--- src/iomad_pkg.sv ---
package iomad_pkg;

	localparam int unsigned RomBytesDef  = 1048576;
	localparam int unsigned VramBytesDef = 1048576;

	localparam logic [30:0] RamBytesRst  = 31'd8388608;
	localparam logic [31:0] MachineIdRst = 32'hA55A_2BAD;
	localparam logic [47:0] NetAddrRst   = 48'h0;

	localparam int unsigned CfgIdxW = 2;
	localparam int unsigned CfgDatW = 48;

	typedef enum logic [CfgIdxW-1:0] {
		CFG_RAM_BYTES  = 2'd0,
		CFG_MACHINE_ID = 2'd1,
		CFG_NET_ADDR   = 2'd2
	} cfg_reg_t;

	typedef enum logic [3:0] {
		TGT_RAM    = 4'd0,
		TGT_ROM    = 4'd1,
		TGT_VRAM   = 4'd2,
		TGT_VIDEO  = 4'd3,
		TGT_CLKGEN = 4'd4,
		TGT_VIA1   = 4'd5,
		TGT_VIA2   = 4'd6,
		TGT_SCC    = 4'd7,
		TGT_MEMC   = 4'd8,
		TGT_SCSI   = 4'd9,
		TGT_SDMA   = 4'd10,
		TGT_SOUND  = 4'd11,
		TGT_IOREG  = 4'd12,
		TGT_FLOPPY = 4'd13,
		TGT_IMM    = 4'd14,
		TGT_NONE   = 4'd15
	} target_t;

	typedef struct packed {
		target_t     target;
		logic [29:0] offset;
		logic [4:0]  reg_index;
		logic [1:0]  lane;
		logic        dma_timed;
		logic [7:0]  data;
		logic        overlay_cleared;
		logic        bus_error;
	} result_t;

	typedef struct packed {
		logic        func;
		logic [31:0] address;
		logic [7:0]  write_byte;
	} access_t;

	// keep only the highest set bit
	function automatic logic [30:0] top_bit(input logic [30:0] v);
		logic [30:0] r;
		r = '0;
		for (int i = 0; i < 31; i++) begin
			if (v[i]) begin
				r = 31'(1) << i;
			end
		end
		return r;
	endfunction

endpackage

--- src/io_and_memory_address_decoder.sv ---
// Address decoder for a byte-wide CPU bus.
// Input channel (in_valid / in_stall): one transaction per byte access,
// func (0 read, 1 write), 32-bit address and write byte.
// Output channel (out_valid / out_stall): one result per transaction:
// target, offset, reg_index, lane, dma_timed, data, overlay_cleared, bus_error.
// Configuration: cfg_we with cfg_index and cfg_data writes ram_bytes (0),
// machine_id (1) or net_address (2); write only while the block is idle.
// A transaction taken into the input register passes through the decode logic
// into the result register, which drives the outputs.
// Throughput: one transaction per cycle unless stalled (single decode stage).
// Reset: boot overlay set (ROM mirrored over low memory), registers at
// defaults, both pipeline stages empty.
// A stalled result holds; the input register still fills behind it, and
// in_stall rises only when both stages hold a transaction.
module io_and_memory_address_decoder
	import iomad_pkg::*;
#(
	parameter int unsigned ROM_BYTES  = RomBytesDef,
	parameter int unsigned VRAM_BYTES = VramBytesDef
) (
	input  logic               clk,
	input  logic               arst_n,
	input  logic               in_valid,
	output logic               in_stall,
	input  logic               func,
	input  logic [31:0]        address,
	input  logic [7:0]         write_byte,
	output logic               out_valid,
	input  logic               out_stall,
	output logic [3:0]         target,
	output logic [29:0]        offset,
	output logic [4:0]         reg_index,
	output logic [1:0]         lane,
	output logic               dma_timed,
	output logic [7:0]         data,
	output logic               overlay_cleared,
	output logic               bus_error,
	input  logic               cfg_we,
	input  logic [CfgIdxW-1:0] cfg_index,
	input  logic [CfgDatW-1:0] cfg_data
);

	localparam logic [29:0] RomMask  = 30'(ROM_BYTES - 1);
	localparam logic [29:0] VramMask = 30'(VRAM_BYTES - 1);

	logic [30:0] ram_bytes_q;
	logic [31:0] machine_id_q;
	logic [47:0] net_addr_q;
	logic        overlay_q;

	logic        valid_s1;
	access_t     acc_s1;
	logic        valid_s2;
	result_t     res_s2;

	logic        adv_s2;
	logic        load_s1;
	result_t     res;
	logic        clr_ovl;

	assign adv_s2   = !valid_s2 || !out_stall;
	assign in_stall = valid_s1 && !adv_s2;
	assign load_s1  = in_valid && !in_stall;

	always_ff @(posedge clk or negedge arst_n) begin
		if (!arst_n) begin
			ram_bytes_q  <= RamBytesRst;
			machine_id_q <= MachineIdRst;
			net_addr_q   <= NetAddrRst;
		end else if (cfg_we) begin
			case (cfg_index)
				CFG_RAM_BYTES:  ram_bytes_q  <= top_bit(cfg_data[30:0]);
				CFG_MACHINE_ID: machine_id_q <= cfg_data[31:0];
				CFG_NET_ADDR:   net_addr_q   <= cfg_data[47:0];
				default: ;
			endcase
		end
	end

	always_ff @(posedge clk or negedge arst_n) begin
		if (!arst_n) begin
			valid_s1  <= 1'b0;
			valid_s2  <= 1'b0;
			overlay_q <= 1'b1;
		end else begin
			if (!valid_s1 || adv_s2) begin
				valid_s1 <= load_s1;
			end
			if (adv_s2) begin
				valid_s2 <= valid_s1;
			end
			if (valid_s1 && adv_s2 && clr_ovl) begin
				overlay_q <= 1'b0;
			end
		end
	end

	always_ff @(posedge clk) begin
		if (load_s1) begin
			acc_s1 <= '{func: func, address: address, write_byte: write_byte};
		end
		if (adv_s2 && valid_s1) begin
			res_s2 <= res;
		end
	end

	logic        wr;
	logic [31:0] a;
	logic [7:0]  wb;
	logic [7:0]  pass;
	logic [27:0] sub;
	logic [17:0] base;
	logic [9:0]  voff;
	logic [7:0]  chk;

	always_comb begin
		wr   = acc_s1.func;
		a    = acc_s1.address;
		wb   = acc_s1.write_byte;
		pass = wr ? wb : 8'h00;
		sub  = a[27:0];
		base = sub[17:0];
		voff = a[9:0];
		chk  = ~(net_addr_q[47:40] ^ net_addr_q[39:32] ^ net_addr_q[31:24]
			^ net_addr_q[23:16] ^ net_addr_q[15:8] ^ net_addr_q[7:0]);

		res = '{target: TGT_NONE, default: '0};
		clr_ovl = 1'b0;

		if (a[31:30] == 2'b00) begin
			if (overlay_q) begin
				if (wr) begin
					res.data = wb;
				end else begin
					res.target = TGT_ROM;
					res.offset = a[29:0] & RomMask;
				end
			end else if ({1'b0, a} < {2'b00, ram_bytes_q}) begin
				res.target = TGT_RAM;
				res.offset = a[29:0];
				res.data   = pass;
			end else if (wr) begin
				res.data = wb;
			end else begin
				res.target = TGT_IMM;
				res.data   = 8'hFF;
			end
		end else if (a[31:28] == 4'h4) begin
			if (wr) begin
				res.data = wb;
			end else begin
				res.target = TGT_ROM;
				res.offset = a[29:0] & RomMask;
				clr_ovl = overlay_q;
				res.overlay_cleared = overlay_q;
			end
		end else if (a[31:28] == 4'h5) begin
			if (sub[27:16] == 12'hFFF) begin
				if (wr) begin
					res.data = wb;
				end else begin
					res.target = TGT_IMM;
					case (sub[1:0])
						2'd0:    res.data = machine_id_q[31:24];
						2'd1:    res.data = machine_id_q[23:16];
						2'd2:    res.data = machine_id_q[15:8];
						default: res.data = machine_id_q[7:0];
					endcase
				end
			end else if (base[17:13] == 5'd0) begin
				res.target    = TGT_VIA1;
				res.reg_index = {1'b0, base[12:9]};
				res.data      = pass;
			end else if (sub[27:24] == 4'd0 && sub[19:13] == 7'd1) begin
				res.target    = TGT_VIA2;
				res.reg_index = {1'b0, sub[12:9]};
				res.data      = pass;
			end else if (!wr && base[17:3] == 15'h1000) begin
				res.target = TGT_IMM;
				case (base[2:0])
					3'd0:    res.data = net_addr_q[47:40];
					3'd1:    res.data = net_addr_q[39:32];
					3'd2:    res.data = net_addr_q[31:24];
					3'd3:    res.data = net_addr_q[23:16];
					3'd4:    res.data = net_addr_q[15:8];
					3'd5:    res.data = net_addr_q[7:0];
					3'd6:    res.data = 8'h00;
					default: res.data = chk;
				endcase
			end else if (base[17:13] == 5'd6) begin
				res.target = TGT_SCC;
				res.lane   = {base[2], base[1]};
				res.data   = pass;
			end else if (base[17:13] == 5'd7) begin
				res.target    = TGT_MEMC;
				res.reg_index = base[6:2];
				res.lane      = base[1:0];
				res.data      = pass;
			end else if (base[17:8] == 10'h100) begin
				res.target    = TGT_SCSI;
				res.reg_index = {1'b0, base[7:4]};
				res.data      = pass;
			end else if (base[17:2] == 16'h4040) begin
				res.target    = TGT_SDMA;
				res.lane      = base[1:0];
				res.dma_timed = sub[19];
				res.data      = pass;
			end else if (sub[27:24] == 4'd0 && sub[19:12] == 8'h14) begin
				res.target = TGT_SOUND;
				res.offset = {18'd0, a[11:0]};
				res.data   = pass;
			end else if (sub[27:24] == 4'd0 && sub[19:13] == 7'd12) begin
				res.target    = TGT_IOREG;
				res.reg_index = sub[12:8];
				res.lane      = {1'b0, sub[0]};
				res.data      = pass;
			end else if (sub[27:24] == 4'd0 && sub[19:13] == 7'd15) begin
				if (!wr && a[0]) begin
					res.target = TGT_IMM;
				end else begin
					res.target    = TGT_FLOPPY;
					res.reg_index = {1'b0, sub[12:9]};
					res.data      = pass;
				end
			end else begin
				res.target = wr ? TGT_NONE : TGT_IMM;
				res.data   = pass;
			end
		end else if (a[31:21] == 11'h7C8) begin
			res.target = TGT_VRAM;
			res.offset = {9'd0, a[20:0]} & VramMask;
			res.data   = pass;
		end else if (a[31:10] == 22'h3E6000) begin
			if (wr && voff[9:8] == 2'b11) begin
				res.target = TGT_CLKGEN;
				res.offset = {20'd0, voff};
				res.lane   = voff[1:0];
				res.data   = wb;
			end else if (!wr && voff[9:2] == 8'h84 && voff[1:0] != 2'b11) begin
				res.target = TGT_IMM;
			end else begin
				res.target = TGT_VIDEO;
				res.offset = {20'd0, voff};
				res.lane   = voff[1:0];
				res.data   = pass;
			end
		end else begin
			res.data      = pass;
			res.bus_error = 1'b1;
		end
	end

	assign out_valid       = valid_s2;
	assign target          = res_s2.target;
	assign offset          = res_s2.offset;
	assign reg_index       = res_s2.reg_index;
	assign lane            = res_s2.lane;
	assign dma_timed       = res_s2.dma_timed;
	assign data            = res_s2.data;
	assign overlay_cleared = res_s2.overlay_cleared;
	assign bus_error       = res_s2.bus_error;

`ifndef NO_ASSERTIONS
	a_clr_is_rom: assert property (@(posedge clk) disable iff (!arst_n)
		out_valid && overlay_cleared |-> target == TGT_ROM)
		else $error("overlay cleared on non-ROM result");
	a_berr_none: assert property (@(posedge clk) disable iff (!arst_n)
		out_valid && bus_error |-> target == TGT_NONE)
		else $error("bus error with a target");
	a_ovl_sticky: assert property (@(posedge clk) disable iff (!arst_n)
		!overlay_q |=> !overlay_q)
		else $error("boot overlay set again");
	a_stall_cause: assert property (@(posedge clk) disable iff (!arst_n)
		in_stall |-> out_valid && out_stall)
		else $error("input stalled without output backpressure");
`endif

endmodule

--- config.mk ---
export PLATFORM = sky130hd
export DESIGN_NAME = io_and_memory_address_decoder
export DESIGN_NICKNAME = d
export VERILOG_FILES = /design/src/iomad_pkg.sv /design/src/io_and_memory_address_decoder.sv
export SDC_FILE = /design/constraint.sdc
export NUM_CORES = 1
export LEC_CHECK = 0
export ABC_AREA = 1
export BUFFER_PORTS_ARGS = -buffer_cell sky130_fd_sc_hd__buf_4
export CELL_PAD_IN_SITES_DETAIL_PLACEMENT = 1
export CELL_PAD_IN_SITES_GLOBAL_PLACEMENT = 1
export CORE_MARGIN = 2
export CORE_UTILIZATION = 45
export CTS_BUF_LIST = sky130_fd_sc_hd__clkbuf_4 sky130_fd_sc_hd__clkbuf_8
export CTS_CLUSTER_DIAMETER = 80
export CTS_CLUSTER_SIZE = 20
export DETAILED_ROUTE_END_ITERATION = 10
export GPL_TIMING_DRIVEN = 0
export HOLD_SLACK_MARGIN = 0.1
export PLACE_DENSITY_LB_ADDON = 0.1
export SLEW_MARGIN = 10
export SYNTH_ARGS = -nofsm -noshare
export SYNTH_HDL_FRONTEND = slang
export SYNTH_SLANG_ARGS = --single-unit
--- constraint.sdc ---
create_clock -name clk -period 4.3 [get_ports clk]
set_input_delay 0.86 -clock clk [delete_from_list [all_inputs] [get_ports clk]]
set_output_delay 0.86 -clock clk [all_outputs]
set_load 0.03 [all_outputs]
==> out/results.txt <==
Post-Place Setup Slack = 1.58 ns
fmax = 408 MHz
Clock Tree Root = clkbuf_8
DP Cell Count = 1717
row count = 56
initial antenna violation count = 0
Crit Path Max Fanout = 8
number of global-route vias before repair = 9705
wire per inst = 20.6 µm
synthesized area per cell = 8.66 µm²
die area = 25200 µm²
port buffer count = 149
fin. max-slew vios = 0
Post-Route WL = 36000 µm
DR pass1 iterations = 5
num ports = 150
leak pwr = 0.00587 µW
Tot Pwr = 4750 µW
VDD IR max = 0.299 mV
Slew headroom = 0.524
Num CTS Buffers = 15
CTS HTree Levels = 1
synthesis-to-finish area growth = 18.0%
CP Class = flop to flop
GRT Util Overall = 0.282
GPL Wtd Cong = 0.886
outcome = complete, no violations
first-pass GRT wire length = 55200 µm
min cycle time layout = 2.45 ns
Synth area leader = edfxtp_1
WP data required = 4.67 ns
Worst-Margin Slew = 0.714 ns
synth warn = 0
clock-pin slew on the worst setup and hold paths = 0.14 ns
CP arrival = 2.82 ns
grt total ovfl = 0
pin count of the biggest net entering global routing = 64
final hold vios = 0
CTS Hold Bufs = 0
Yosys top cell area share = 0.259
die width = 159 µm
core area = 23500 µm²
Clk Latency, worst-skew pair = 0.56 ns
post-DP HPWL = 28300 µm
vias per cell = 5.37
DR iter-0 viols = 598
Syn Std Cell Area = 10800 µm²
Syn Nets = 1371
CTS tree = yes
layout cells sized above 1 = 0.183
Final nets = 1541
final period utilization = 0.570
fin cells = 1743
PwrDens = 373 nW/µm²
Max Cap Viol = 0
setup bufs post-CTS = 0
Post-CTS Resized = 0
Post-DRT Antenna Nets = 0
ys flop type = dfrtp_1
dominant cells by area after synthesis = edfxtp_1, dfrtp_1, nand2_1, inv_1, dfstp_2
# setup viols final = 0
Startpoint Class = flop
Final Skew = 0.0399 ns
starting density of the core = 0.459
RSZ-0062 raised after global routing = false
CP Capture Type = flop
final worst slack = 1.85 ns
count of state elements after synthesis = 207
hold_ws = 0.252 ns
HP Class = input port to async pin
drt drc = 0
clk sinks = 207
n_diodes = 0
Die Ht = 159 µm
Post-synth EDFFs = 93
asr flop ratio synth = 0.551
Syn Inst Count = 1245
clk buf depth = 3
vias = 9367
Seq/Total Area, Yosys = 0.526
Final Util = 0.542
Distinct cells, synth = 48
[final timing paths]
kind	slack, ns	start	cells after the start	end
setup / recovery	1.85	a[30]$_DFFE_PP_	8	data[6]$_DFFE_PP_
setup reg to reg	1.85	a[30]$_DFFE_PP_	8	data[6]$_DFFE_PP_
hold reg to reg	0.50	machine_id_q[28]$_DFFE_PN0P_	2	machine_id_q[28]$_DFFE_PN0P_
hold / removal	0.25	arst_n	1	net_addr_q[40]$_DFFE_PN0P_
max in group asynchronous	3.28	arst_n	2	overlay_q$_DFFE_PN1P_
min in group clk	0.48	address[26]	1	a[26]$_DFFE_PP_
[placed cells by master (no fill, tap or decap), drive strengths merged, types with 21 or more instances in the layout]
master,instances
o21ai,90
clkbuf,39
nand3,62
inv,168
nor2,105
buf,163
o22ai,21
xnor2,25
a21oi,54
edfxtp,93
nand2,358
dfrtp,95
ha,30
[synthesized netlist by cell type, types with 2 or more instances]
library cell  count
nand3_2           2
nand4_1          15
xnor2_1          25
and3_1            3
nand2_2           9
dfstp_2          19
inv_1           154
buf_6             3
a31oi_1           2
buf_1             2
o22ai_1          21
nand3_4           2
a21boi_1          2
nor3_2            2
nor3_1           18
buf_2             4
o21ai_0          81
inv_2            11
o32ai_1           8
dfrtp_1          95
clkinv_1          2
a21boi_0          2
nand3_1          58
xor2_1           12
o211ai_1          5
clkbuf_1         19
edfxtp_1         93
nand2_1         349
nor2_1           95
nor4_1            7
o21ai_1           8
nand3b_1          3
nor2_2            6
ha_1             30
a21oi_1          53
mux2_2           11
nor2_4            3
[power breakdown]
part | switching (µW) | internal [µW] | total [µW]
registers | 197 | 2320 | 2520
logic | 665 | 408 | 1070
clock network | 703 | 452 | 1160
total | 1570 | 3190 | 4750
[per-stage QoR]
step | TNS (ns) | area (µm²)
6_report | 0 | 12700
5_1_grt | 0 | 12700
4_1_cts | 0 | 12700
3_5_place_dp | 0 | 12400
3_3_place_gp | -44.05 | 12300
2_1_floorplan | 0 | 10800
[layer usage]
metal  track usage  routed length (µm)
met1         0.412               16800
met3        0.0368                2090
met4        0.0646                 798
met5             0                   0
met2         0.447               16300
[registers in the layout, indices dropped and copies added (netlist names), 2 cells and up]
name          count
reg_index         5
lane              2
wb                8
net_addr_q       48
a                32
data              8
offset           30
target            4
ram_bytes_q      31
machine_id_q     32
[worst max-delay path: stages, from the launching register on]
cell and delay [ns]:
edfxtp_1 0.49, ha_1 0.34, nand4_1 0.14, nor3_1 0.29, and3_1 0.27, nand2_2 0.12, nand2_1 0.12, nand4_2 0.27
nand2_1 0.22
[cell type report]
class                           instances  area (µm²)
Clock inverter                          6        73.8
Timing Repair Buffer                  153        1210
Tap cell                              319         399
Multi-Input combinational cell        841        4350
Inverter                              168         638
Clock buffer                           20         244
Sequential cell                       207        5670
Buffer                                 29         140
Fill cell                            2852       10800
[cell families after synthesis]
kind of cell	share of synthesized area
xor+xnor	0.0300
simple gates	0.229
buf+inv	0.0722
flops	0.526
compound gates	0.0969
mux	0.0115
fa+ha+maj	0.0348
Power figures use the tool's default switching activity.
